--- src/rtl/core/pds_pkg.sv ---
// ----------------------------------------------------------------------------
// pds_pkg
// Shared types and constants for the PLL divider search pipeline.
// ----------------------------------------------------------------------------
package pds_pkg;

  localparam int unsigned TargetW = 31;
  localparam int unsigned RefW    = 26;
  localparam int unsigned FbW     = 9;
  localparam int unsigned PdW     = 3;
  localparam int unsigned RdW     = 6;
  localparam int unsigned ProdW   = 12;
  localparam int unsigned NumW    = TargetW + ProdW;   // target * prod + ref / 2
  localparam int unsigned ActW    = RefW + FbW;        // ref * fb
  localparam int unsigned HzW     = 34;

  localparam logic [RdW-1:0]   RdMax  = 6'd63;
  localparam logic [PdW-1:0]   PdMax  = 3'd7;
  localparam logic [FbW-1:0]   FbMin  = 9'd16;
  localparam logic [FbW-1:0]   FbMax  = 9'd320;
  localparam logic [ActW-1:0]  ErrStart = 35'h0_FFFF_FFFF;
  localparam logic [HzW-1:0]   HzSat  = 34'h3_FFFF_FFFF;
  localparam logic [RefW-1:0]  RefReset = 26'd12000000;

  // drain wait after the last issue, longer than the whole pipeline
  localparam int unsigned DrainW = 6;

  typedef struct packed {
    logic             vld;
    logic [RdW-1:0]   rd;
    logic [PdW-1:0]   p1;
    logic [PdW-1:0]   p2;
    logic [ProdW-1:0] prod;
  } cmb_t;

endpackage

--- src/rtl/core/pds_fb_div.sv ---
// ----------------------------------------------------------------------------
// pds_fb_div
// Rounded feedback divider: (target * prod + ref / 2) / ref, one quotient
// bit per stage, with a range check against the legal feedback window.
// ----------------------------------------------------------------------------
module pds_fb_div import pds_pkg::*; (
  input  logic               clk_i,
  input  logic               rst_ni,
  input  cmb_t               cmb_i,
  input  logic [TargetW-1:0] target_i,
  input  logic [RefW-1:0]    ref_i,
  output cmb_t               cmb_o,
  output logic [FbW-1:0]     fb_o,
  output logic               fit_o
);

  cmb_t            cmb_c_q, cmb_d_q;
  logic [NumW-1:0] num_c_q, num_d_q;

  cmb_t            cmb_q [0:FbW];
  logic            ovf_q [0:FbW];
  logic [NumW-1:0] rem_q [0:FbW];
  logic [FbW-1:0]  quo_q [0:FbW];

  always_ff @(posedge clk_i or negedge rst_ni) begin
    if (!rst_ni) begin
      cmb_c_q <= '0;
      cmb_d_q <= '0;
      cmb_q[0] <= '0;
    end else begin
      cmb_c_q <= cmb_i;
      cmb_d_q <= cmb_c_q;
      cmb_q[0] <= cmb_d_q;
    end
  end

  always_ff @(posedge clk_i) begin
    num_c_q  <= NumW'(target_i) * NumW'(cmb_i.prod);
    num_d_q  <= num_c_q + NumW'(ref_i >> 1);
    // quotient of 512 or more is out of range anyway
    ovf_q[0] <= num_d_q >= {8'd0, ref_i, 9'd0};
    rem_q[0] <= num_d_q;
    quo_q[0] <= '0;
  end

  for (genvar i = 0; i < FbW; i++) begin : g_stage
    logic [NumW-1:0] dsh;
    logic            ge;
    assign dsh = NumW'(ref_i) << (FbW - 1 - i);
    assign ge  = rem_q[i] >= dsh;

    always_ff @(posedge clk_i or negedge rst_ni) begin
      if (!rst_ni) begin
        cmb_q[i+1] <= '0;
      end else begin
        cmb_q[i+1] <= cmb_q[i];
      end
    end

    always_ff @(posedge clk_i) begin
      ovf_q[i+1] <= ovf_q[i];
      rem_q[i+1] <= ge ? rem_q[i] - dsh : rem_q[i];
      quo_q[i+1] <= {quo_q[i][FbW-2:0], ge};
    end
  end

  assign cmb_o = cmb_q[FbW];
  assign fb_o  = quo_q[FbW];
  assign fit_o = cmb_q[FbW].vld && !ovf_q[FbW] &&
                 (quo_q[FbW] >= FbMin) && (quo_q[FbW] <= FbMax);

endmodule

--- config.mk ---
export PLATFORM = sky130hd
export DESIGN_NAME = pds_fb_div
export DESIGN_NICKNAME = d
export VERILOG_FILES = /design/src/rtl/core/pds_pkg.sv /design/src/rtl/core/pds_fb_div.sv
export SDC_FILE = /design/constraint.sdc
export NUM_CORES = 2
export LEC_CHECK = 0
export ABC_AREA = 0
export BUFFER_PORTS_ARGS = -buffer_cell sky130_fd_sc_hd__buf_4
export CAP_MARGIN = 20
export CORE_ASPECT_RATIO = 0.7
export CORE_MARGIN = 3
export CORE_UTILIZATION = 45
export DETAILED_ROUTE_END_ITERATION = 10
export PLACE_DENSITY = 0.7
export SYNTH_ARGS = -nofsm -noshare
export SYNTH_HDL_FRONTEND = slang
export SYNTH_SLANG_ARGS = --single-unit
--- constraint.sdc ---
create_clock -name clk_i -period 5.4 [get_ports clk_i]
set_clock_uncertainty 0.2 [all_clocks]
set_input_delay 0.54 -clock clk_i [delete_from_list [all_inputs] [get_ports clk_i]]
set_output_delay 0.54 -clock clk_i [all_outputs]
set_load 0.02 [all_outputs]
==> impl_metrics.ini <==
[floorplanning]
die_w_um = 394
fp.dieH_um = 277
initial_utilization_pct = 45.9
rows = 98
io_pins = 119
core-area_um2 = 103000
die_area_um2 = 109000

[power_and_ir_drop]
p_int_uw = 22700
power_frac_seq_pct = 25.3
peakVddDrop_mv = 0.833
p_clk_share_pct = 15.5
switching_share_pct = 40.9
power_density_nw_per_um2 = 696
p_leak_uw = 0.0253
p_comb_share_pct = 59.2
power.switching_uw = 15700

[detailed_routing]
route.met3.wl_um = 7830
drt-vias-per-instance = 5.32
routedWlPerCell_um = 17.1
wl_met1_um = 53400
routed.top_layer = met5
drt_iter0_markers = 2812
num_vias = 35300
drt_pass1_iterations = 7
wl_um = 113000
routed-wl-met2_um = 48600
antenna_left = 0
drcViolationCount = 0

[clock_tree]
htreeDepth = 3
insertion_delay_ps = 650
cts.sinks = 828
clockBufferDepth = 3
cts_tree = built
cts_buffers = 81
clock-root-buffer = clkbuf_16
path_clk_slew_ps = 70

[yosys]
synth.most_common_cell = nand2_1
synthTopCellsByCount = nand2_1 (565), dfxtp_1 (528), inv_1 (449)
synth_top_area_share_pct = 22.3
yosysTopAreaCell = dfxtp_1
synth_cell_types = 85
synth_top_flop_cell = dfxtp_1
synthesis.area_um2 = 47400
syn_inst = 4885
synth_edf_count = 0
synth_area_leaders = dfxtp_1 (22%), dfrtp_1 (16%), fa_1 (13%)
syn_area_per_cell_um2 = 9.70
yosys_warnings = 0
async_flop_share_pct = 36.2
ys_ff_latch = 828
syn_nets = 5634
synth_seq_area_share_pct = 38.2

[sta]
hold_viol = 0
worst_slew_pin_slew_ps = 858
timing.slew.headroom_pct = 42.7
finalCritPeriodShare_pct = 97.1
setup_viol = 0
fmax_mhz = 191
rsz0062_at_grt = true
min_period_ps = 5240
setup_tns_ps = 0
final_max_slew_viol_count = 0
setup_ws_ps = 157

[global_routing]
grt_pass1_wl_um = 185000
grt_pass1_vias = 35300
antenna_found_initial = 8
grt_max_degree = 137
grt-ovfl-total = 0
grt_usage_pct = 20.7

[finish]
fin_area_um2 = 55200
drive_above_1_share_pct = 12.7
syn_to_final_growth_pct = 16.4
fin_nets = 5916

[placed_design]
gp_congestion = 0.909
hpwl_um = 88300
port_buffers = 118
place_area_um2 = 51500
dp_slack_ps = -712

[worst_setup_path]
cp-start-kind = input pin
worstPathRequired_ps = 5750
max_stage_delay_ps = 540
critPathMaxFanout = 8
cp_common_cell = fa_1
end_kind = register
worstPathArrival_ps = 5590
worstSetupPathType = input pin to register
crit_chain = buf_6 > buf_4 > nand2_2 > fa_1 > inv_1 > fa_1 > fa_1 > fa_1 > inv_1 > fa_1 > inv_1 > ha_4 > a21oi_4 > o21ai_4 > nor4b_4 > buf_4 > o32ai_4 > a211o_1 > a21o_1 > a21o_1 > a21oi_2 > o21ai_2 > xor2_1
reg2reg_slack_ps = 930
cp_slowest_cell = fa_1

[run_status]
status = complete, no violations

[min_path]
min_path_type = input pin to register

[flow_run]
cap_violations = 0
## area by class of cell
class / instances / area (um2)
Inverter: 450 / 1690
Tap cell: 1400 / 1750
Clock buffer: 110 / 2290
Timing Repair Buffer: 375 / 3240
Fill cell: 9106 / 48100
Sequential cell: 828 / 18100
Multi-Input combinational cell: 3431 / 27500
Antenna cell: 8 / 20.0
Clock inverter: 39 / 584
## through the flow
stage	total power [uW]	util, %	hold slack, ps	cells
final	38400	53.4	72.7	6641
after global routing	41700	53.4	47.5	6639
after CTS	37400	52.9	15.7	6623
after detailed placement	31100	49.9	112	6452
after global placement	30700	49.9	112	6452
after floorplan	25100	-	44.4	4885
## layout by cell type, fill, tap and decap left out, types with 94 or more instances in the layout
cell and instances:
buf_4 314, nand2_1 544, a21oi_1 291, xor2_1 157, a21o_1 145, nor2_1 240, o21ai_0 257, ha_1 343
dfrtp_1 300, xnor2_1 186, fa_1 288, dfxtp_1 528, and2_1 94, inv_1 445
## state kept, by name (all words and copies together) (netlist names)
| name | cells |
|---|---|
| rem_q | 387 |
| cmb_q | 225 |
| quo_q | 45 |
| num_c_q | 43 |
| num_d_q | 43 |
| cmb_c_q | 25 |
| cmb_d_q | 25 |
| cmb_o | 25 |
| ovf_q | 10 |
## power groups by stage
stage	registers [uW]	clock network, uW	logic, uW
floorplan	9260	0	15900
global placement	9760	0	20900
detailed placement	9780	0	21400
CTS	9670	6110	21600
global route	9890	6380	25500
finish	9700	5950	22700
## critical path: cells and delay by family
kind / cells / cell delay, ps
AOI/OAI and AO/OA: 8 / 1160
xor gates and xnor gates: 1 / 140
and+or+nand+nor: 2 / 310
adders and majority gates: 6 / 2840
buffers and inverters: 6 / 600
## repair_timing
action | 4_1_cts | 5_1_grt
endpoints found under the hold margin | 127 | 1
cloned | 0 | 5
pin swaps | 1 | 61
hold buffers | 21 | 1
resized for setup | 2 | 76
setup endpoints to repair | 3 | 14
buffers inserted | 1 | 4
## final timing paths
kind / from / endpoint / cells after the start
worst max register to register: rem_q[3][5] / rem_q[4][37] / 13
worst min-delay path: ref_i[6] / num_d_q[5] / 3
min in group asynchronous: rst_ni / cmb_c_q[11] / 2
worst max-delay path: cmb_i[7] / num_c_q[36] / 23
worst min register to register: quo_q[7][1] / quo_q[8][2] / 0
max in group asynchronous: rst_ni / cmb_o[24] / 3
## cells by family (layout without fill, tap and decap cells)
family / Yosys count / count (layout) / share of synthesized area (%)
adder cells (fa/ha/maj): 665 / 665 / 22.3
multiplexers: 32 / 32 / 0.740
other: 0 / 8 / 0
AO/OA/AOI/OAI: 990 / 990 / 13.0
buffers and inverters: 626 / 974 / 5.25
flip-flops: 828 / 828 / 38.2
XOR/XNOR: 343 / 343 / 6.34
AND/OR/NAND/NOR: 1401 / 1401 / 14.2
## per-layer routing
| layer | vias to the layer above | global-route usage [%] |
|---|---|---|
| met2 | 1116 | 31.6 |
| met4 | 4 | 6.94 |
| met3 | 205 | 4.07 |
| met5 | - | 0 |
| li1 | 17000 | - |
| met1 | 17000 | 29.5 |
Power figures use the tool's default switching activity.
