===== config.mk =====
export PLATFORM = sky130hd
export DESIGN_NAME = pds_act_div
export DESIGN_NICKNAME = d
export VERILOG_FILES = /design/src/rtl/core/pds_pkg.sv /design/src/rtl/core/pds_act_div.sv
export SDC_FILE = /design/constraint.sdc
export NUM_CORES = 2
export LEC_CHECK = 0
export BUFFER_PORTS_ARGS = -buffer_cell sky130_fd_sc_hd__buf_2
export CAP_MARGIN = 20
export CORE_UTILIZATION = 40
export CTS_CLUSTER_DIAMETER = 150
export DETAILED_ROUTE_END_ITERATION = 10
export MAX_ROUTING_LAYER = met4
export PLACE_DENSITY = 0.64
export SYNTH_ARGS = -nofsm -noshare
export SYNTH_HDL_FRONTEND = slang
export SYNTH_SLANG_ARGS = --single-unit

===== constraint.sdc =====
create_clock -name clk_i -period 6.75 [get_ports clk_i]
set_input_delay 0.675 -clock clk_i [delete_from_list [all_inputs] [get_ports clk_i]]
set_output_delay 0.675 -clock clk_i [all_outputs]
set_load 0.05 [all_outputs]

===== src/rtl/core/pds_pkg.sv =====
// ----------------------------------------------------------------------------
// pds_pkg
// Shared types and constants for the PLL divider search pipeline.
// ----------------------------------------------------------------------------
package pds_pkg;

  localparam int unsigned TargetW = 31;
  localparam int unsigned RefW    = 26;
  localparam int unsigned FbW     = 9;
  localparam int unsigned PdW     = 3;
  localparam int unsigned RdW     = 6;
  localparam int unsigned ProdW   = 12;
  localparam int unsigned NumW    = TargetW + ProdW;   // target * prod + ref / 2
  localparam int unsigned ActW    = RefW + FbW;        // ref * fb
  localparam int unsigned HzW     = 34;

  localparam logic [RdW-1:0]   RdMax  = 6'd63;
  localparam logic [PdW-1:0]   PdMax  = 3'd7;
  localparam logic [FbW-1:0]   FbMin  = 9'd16;
  localparam logic [FbW-1:0]   FbMax  = 9'd320;
  localparam logic [ActW-1:0]  ErrStart = 35'h0_FFFF_FFFF;
  localparam logic [HzW-1:0]   HzSat  = 34'h3_FFFF_FFFF;
  localparam logic [RefW-1:0]  RefReset = 26'd12000000;

  // drain wait after the last issue, longer than the whole pipeline
  localparam int unsigned DrainW = 6;

  typedef struct packed {
    logic             vld;
    logic [RdW-1:0]   rd;
    logic [PdW-1:0]   p1;
    logic [PdW-1:0]   p2;
    logic [ProdW-1:0] prod;
  } cmb_t;

endpackage


===== src/rtl/core/pds_act_div.sv =====
// ----------------------------------------------------------------------------
// pds_act_div
// Achieved frequency: ref * fb / prod, truncated, restoring divider with
// one quotient bit per stage.
// ----------------------------------------------------------------------------
module pds_act_div import pds_pkg::*; (
  input  logic            clk_i,
  input  logic            rst_ni,
  input  cmb_t            cmb_i,
  input  logic [FbW-1:0]  fb_i,
  input  logic            fit_i,
  input  logic [RefW-1:0] ref_i,
  output cmb_t            cmb_o,
  output logic [FbW-1:0]  fb_o,
  output logic [ActW-1:0] act_o
);

  localparam int unsigned DshW = ActW + ProdW;

  cmb_t            cmb_q [0:ActW];
  logic [FbW-1:0]  fb_q  [0:ActW];
  logic [ActW-1:0] rem_q [0:ActW];
  logic [ActW-1:0] quo_q [0:ActW];

  always_ff @(posedge clk_i or negedge rst_ni) begin
    if (!rst_ni) begin
      cmb_q[0] <= '0;
    end else begin
      cmb_q[0] <= '{vld: fit_i, rd: cmb_i.rd, p1: cmb_i.p1, p2: cmb_i.p2,
                    prod: cmb_i.prod};
    end
  end

  always_ff @(posedge clk_i) begin
    fb_q[0]  <= fb_i;
    rem_q[0] <= ActW'(ref_i) * ActW'(fb_i);
    quo_q[0] <= '0;
  end

  for (genvar i = 0; i < ActW; i++) begin : g_stage
    logic [DshW-1:0] dsh;
    logic            ge;
    assign dsh = DshW'(cmb_q[i].prod) << (ActW - 1 - i);
    assign ge  = DshW'(rem_q[i]) >= dsh;

    always_ff @(posedge clk_i or negedge rst_ni) begin
      if (!rst_ni) begin
        cmb_q[i+1] <= '0;
      end else begin
        cmb_q[i+1] <= cmb_q[i];
      end
    end

    always_ff @(posedge clk_i) begin
      fb_q[i+1]  <= fb_q[i];
      rem_q[i+1] <= ge ? rem_q[i] - dsh[ActW-1:0] : rem_q[i];
      quo_q[i+1] <= {quo_q[i][ActW-2:0], ge};
    end
  end

  assign cmb_o = cmb_q[ActW];
  assign fb_o  = fb_q[ActW];
  assign act_o = quo_q[ActW];

endmodule


==> report_table.html <==
<table>
<tr><th>Metric</th><th>Value</th></tr>
<tr><th colspan="2">STA</th></tr>
<tr><td>Maximum frequency from static timing analysis</td><td>191.2 MHz</td></tr>
<tr><td>Ratio of final minimum period to clock period</td><td>77.47%</td></tr>
<tr><td>Worst-margin pin slew</td><td>1.092 ns</td></tr>
<tr><td>Final hold vios</td><td>0</td></tr>
<tr><td>Slew headroom</td><td>26.50%</td></tr>
<tr><td>Max Clock Skew</td><td>0.08340 ns</td></tr>
<tr><td>Final WS setup</td><td>1.521 ns</td></tr>
<tr><td>Setup violators final</td><td>0</td></tr>
<tr><td>Final critical delay including setup and external delays</td><td>5.229 ns</td></tr>
<tr><td>Number of pins with negative max-slew slack in the final report</td><td>0</td></tr>
<tr><td>Setup repair after global routing missed its margin</td><td>no</td></tr>
<tr><td>Setup tns final</td><td>0 ns</td></tr>
<tr><th colspan="2">CTS</th></tr>
<tr><td>Setup repair bufs after CTS</td><td>0</td></tr>
<tr><td>Post-CTS resize count</td><td>0</td></tr>
<tr><td>Maximum level of the CTS H-tree</td><td>5</td></tr>
<tr><td>Clk buf depth</td><td>4</td></tr>
<tr><td>Sink Count</td><td>3079</td></tr>
<tr><td>Clock tree from TritonCTS</td><td>yes</td></tr>
<tr><td>CTS Root Buffer Type</td><td>clkbuf_16</td></tr>
<tr><td>Clock insertion delay at the later pin of the skew report</td><td>0.93 ns</td></tr>
<tr><td>CTS hold repair buffers</td><td>26</td></tr>
<tr><td>Worst-path clk slew</td><td>0.06 ns</td></tr>
<tr><td>Cts bufs inserted</td><td>323</td></tr>
<tr><th colspan="2">Pwr</th></tr>
<tr><td>Power Dens Cells</td><td>496.2 nW/um^2</td></tr>
<tr><td>Overall power</td><td>0.05760 W</td></tr>
<tr><td>Static leakage</td><td>50.98 nW</td></tr>
<tr><td>Peak VDD IR</td><td>0.3049 mV</td></tr>
<tr><th colspan="2">Place</th></tr>
<tr><td>Worst slack after detailed placement</td><td>0.5816 ns</td></tr>
<tr><td>Placed cells</td><td>11380</td></tr>
<tr><td>DPL Wire Length</td><td>130700 um</td></tr>
<tr><td># port buffers</td><td>130</td></tr>
<tr><td>Routability Congestion</td><td>0.8872</td></tr>
<tr><th colspan="2">Global route</th></tr>
<tr><td>Antenna violations before repair</td><td>11</td></tr>
<tr><td>Total global-route track usage</td><td>14.86%</td></tr>
<tr><td>First-pass GRT wire length</td><td>300900 um</td></tr>
<tr><td>Vias in the first global route</td><td>59000</td></tr>
<tr><td>Maximum number of pins on one net before global-route repair</td><td>182</td></tr>
<tr><td>Total global routing overflow</td><td>0</td></tr>
<tr><th colspan="2">Synthesis</th></tr>
<tr><td>Post-synthesis xor/xnor area fraction</td><td>3.867%</td></tr>
<tr><td>Leading cell types by total area after synthesis</td><td>dfxtp_1 (43%), dfrtp_1 (22%), ha_1 (5.1%)</td></tr>
<tr><td>Largest family of logic cells by synthesized area</td><td>simple AND/OR/NAND/NOR gates</td></tr>
<tr><td>Number of enable flip-flop cells after synthesis</td><td>0</td></tr>
<tr><td>Largest area contributor in the netlist</td><td>dfxtp_1</td></tr>
<tr><td>FFs w/ async S/R, synth</td><td>29.23%</td></tr>
<tr><td>Complex-gate fraction of the synthesized area</td><td>6.459%</td></tr>
<tr><td>Sequential cell area fraction in the yosys report</td><td>65.62%</td></tr>
<tr><td>Post-synth design cell area</td><td>100800 um^2</td></tr>
<tr><td>Post-synthesis share of cell area spent on full adders, half adders and majority gates</td><td>9.089%</td></tr>
<tr><td>Number of warnings printed during yosys synthesis</td><td>0</td></tr>
<tr><td>FF+latch count, synth</td><td>3079</td></tr>
<tr><td>Mean post-synth cell area</td><td>12.51 um^2</td></tr>
<tr><td>Share of synthesized cell area in and, or, nand and nor gates</td><td>9.936%</td></tr>
<tr><td>Most frequently used flop master after synthesis</td><td>dfxtp_1</td></tr>
<tr><td>Cell count after synthesis</td><td>8057</td></tr>
<tr><td>Mux cell area share after synthesis</td><td>1.573%</td></tr>
<tr><td>Net count after synthesis</td><td>8731</td></tr>
<tr><td>Number of distinct standard cells referenced by the synthesized netlist</td><td>86</td></tr>
<tr><td>Proportion of netlist area held by the largest area contributor</td><td>43.28%</td></tr>
<tr><th colspan="2">Cells and area</th></tr>
<tr><td>Ratio of cells with drive above 1 in the final layout</td><td>9.559%</td></tr>
<tr><td>Final design utilization</td><td>46.52%</td></tr>
<tr><td>Final Non-Filler Cells</td><td>11980</td></tr>
<tr><td>Fill cell total of the finished layout</td><td>22260</td></tr>
<tr><td>Synth-to-Final Area Change</td><td>15.18%</td></tr>
<tr><td>Fin nets</td><td>9077</td></tr>
<tr><td>Area occupied by multi-input gates</td><td>31210 um^2</td></tr>
<tr><td>Register area</td><td>66140 um^2</td></tr>
<tr><th colspan="2">Setup path</th></tr>
<tr><td>Worst flop-to-flop path endpoint</td><td>rem_q[33][30]</td></tr>
<tr><td>Startpoint of the most critical register-to-register path</td><td>rem_q[32][18]</td></tr>
<tr><td>Critical path peak fanout</td><td>27</td></tr>
<tr><td>Data required time of the critical path</td><td>7.56 ns</td></tr>
<tr><td>Worst Path Class, Setup</td><td>primary input to register</td></tr>
<tr><td>Worst setup path start</td><td>fb_i[6]</td></tr>
<tr><td>Cell-by-cell trace of the critical path</td><td>buf_2 -&gt; and2_1 -&gt; fa_1 -&gt; fa_1 -&gt; fa_1 -&gt; inv_1 -&gt; fa_1 -&gt; inv_1 -&gt; ha_1 -&gt; o211a_1 -&gt; o31a_1 -&gt; o211ai_1 -&gt; a211oi_1 -&gt; o21ai_0 -&gt; a31oi_1 -&gt; nor4_1 -&gt; a311o_1</td></tr>
<tr><td>Termination of the worst setup path</td><td>rem_q[0][32]</td></tr>
<tr><td>Most frequent cell on the critical path</td><td>fa_1</td></tr>
<tr><td>Critical Path End Type</td><td>register</td></tr>
<tr><td>Reg2reg setup slack</td><td>2.73 ns</td></tr>
<tr><td>Number of cells on the worst reg-to-reg path</td><td>8</td></tr>
<tr><td>Standard cell with the maximum stage delay on the critical path</td><td>fa_1</td></tr>
<tr><td>Largest stage delay, worst path</td><td>0.55 ns</td></tr>
<tr><td>Startpoint Class</td><td>primary input</td></tr>
<tr><td>Crit path DAT</td><td>6.04 ns</td></tr>
<tr><th colspan="2">Die</th></tr>
<tr><td>Initial core utilization</td><td>40.39%</td></tr>
<tr><td>Top-Level Pins</td><td>132</td></tr>
<tr><td>Die Span Y</td><td>504.0 um</td></tr>
<tr><td>Die ar.</td><td>254000 um^2</td></tr>
<tr><td>Area of the core</td><td>249600 um^2</td></tr>
<tr><td>Floorplan row count</td><td>183</td></tr>
<tr><td>Die X</td><td>504.0 um</td></tr>
<tr><th colspan="2">Routing</th></tr>
<tr><td>DRT iter0 DRCs</td><td>3066</td></tr>
<tr><td>Final routed wire length divided by cell count</td><td>15.33 um</td></tr>
<tr><td>DR vias</td><td>57000</td></tr>
<tr><td>Post-DR vias/cell</td><td>4.760</td></tr>
<tr><td>Met3 layer wire length in the routed design</td><td>7790 um</td></tr>
<tr><td>Total iterations of the first detailed-routing run</td><td>7</td></tr>
<tr><td>DRC errors left</td><td>0</td></tr>
<tr><td>Wirelength, routed</td><td>183600 um</td></tr>
<tr><td>Detailed-routing wirelength on met1</td><td>75940 um</td></tr>
<tr><td>Antenna-violating nets left</td><td>0</td></tr>
<tr><td>Top metal layer carrying routed signals</td><td>met4</td></tr>
<tr><td>Met2 wire length</td><td>92660 um</td></tr>
<tr><th colspan="2">Run status</th></tr>
<tr><td>Result of the run</td><td>complete, no violations</td></tr>
<tr><th colspan="2">Min path</th></tr>
<tr><td>Tightest Hold Check Type</td><td>primary input to register</td></tr>
<tr><th colspan="2">Run</th></tr>
<tr><td>Number of max-cap violations</td><td>0</td></tr>
</table>
through the flow:
| stage | area [um^2] | hold slack (ns) |
|---|---|---|
| 3_5_place_dp | 105100 | 0.3121 |
| 5_1_grt | 116100 | 0.09990 |
| 3_3_place_gp | 105100 | 0.3101 |
| 4_1_cts | 116100 | 0.08561 |
| 6_report | 116100 | 0.1621 |
| 2_1_floorplan | 100800 | 0.3096 |
worst min path at each step:
stage	start	end	slack, ns	cells past startpoint
floorplan	fb_q[9][0]	fb_q[10][0]	0.31	0
global placement	fb_q[32][6]	fb_q[33][6]	0.31	0
detailed placement	fb_q[12][5]	fb_q[13][5]	0.31	0
CTS	fb_i[0]	fb_q[0][0]	0.09	1
global route	fb_i[0]	fb_q[0][0]	0.1	1
finish	fb_i[0]	fb_q[0][0]	0.16	1
kinds of logic after synthesis:
| logic type | count (synthesis) |
|---|---|
| flops | 3079 |
| buf+inv | 861 |
| compound gates | 1030 |
| mux | 145 |
| fa+ha+maj | 611 |
| simple gates | 1886 |
| xor+xnor | 445 |
power by group:
| group | switching [W] | leakage, nW | internal (W) |
|---|---|---|---|
| Combinational | 0.00797 | 17.0 | 0.00650 |
| Clock | 0.00683 | 5.30 | 0.0107 |
| Sequential | 0.00272 | 28.7 | 0.0229 |
| Total | 0.0175 | 51.0 | 0.0401 |
sequential cells by signal, indices dropped and copies added, names as in the netlist:
signal  cells
cmb_o      25
fb_q      324
cmb_q     875
quo_q     630
rem_q    1225
area by class of cell:
class / instances / area share [%]
Inverter: 696 / 2.250
Clock inverter: 107 / 1.119
Multi-Input combinational cell: 4117 / 26.88
Timing Repair Buffer: 186 / 1.037
Clock buffer: 456 / 8.138
Tap cell: 3330 / 3.589
Antenna cell: 5 / 0.01078
Sequential cell: 3079 / 56.97
critical path: cells and delay by family:
family          cells  cell delay, ns
buf+inv             3            0.61
compound gates      7            1.99
simple gates        2            0.32
fa+ha+maj           5            2.42
cell usage in the layout, fill, tap and decap left out, types with 61 or more instances in the layout:
cell       instances
ha_1             409
dfxtp_1         2179
or3_1             77
nor2b_1           69
buf_2            129
nor2_1           326
clkbuf_16        335
nand2b_1          64
fa_1             202
nand2_1          403
and2_1           146
nor4_1           204
nor3_1           173
nand3_1           95
a21o_1           120
xnor2_1          215
o21a_1            65
nand4_1           88
mux2_2           106
o21ai_0          276
xor2_1           230
dfrtp_1          900
a21oi_1          264
inv_1            694
clkbuf_8          61
layer usage:
layer  global-route usage [%]  vias to the layer above
met2                    25.59                     1130
met1                    17.05                    27590
met3                    2.599                      504
met5                        -                        -
met4                    6.105                        0
li1                         -                    27780
synthesized netlist by cell type, drive strengths merged, types with 65 or more instances:
library cell,number
xor2,230
nor2,326
dfxtp,2179
nor2b,69
a21oi,264
nand4,89
fa,202
xnor2,215
a21o,120
nor3,176
nor4,206
ha,409
nand3,96
or3,77
clkbuf,90
mux2,107
buf,75
o21ai,282
inv,694
nand2,403
and2,149
o21a,65
dfrtp,900
No activity file was read; power rests on OpenSTA's default activity.
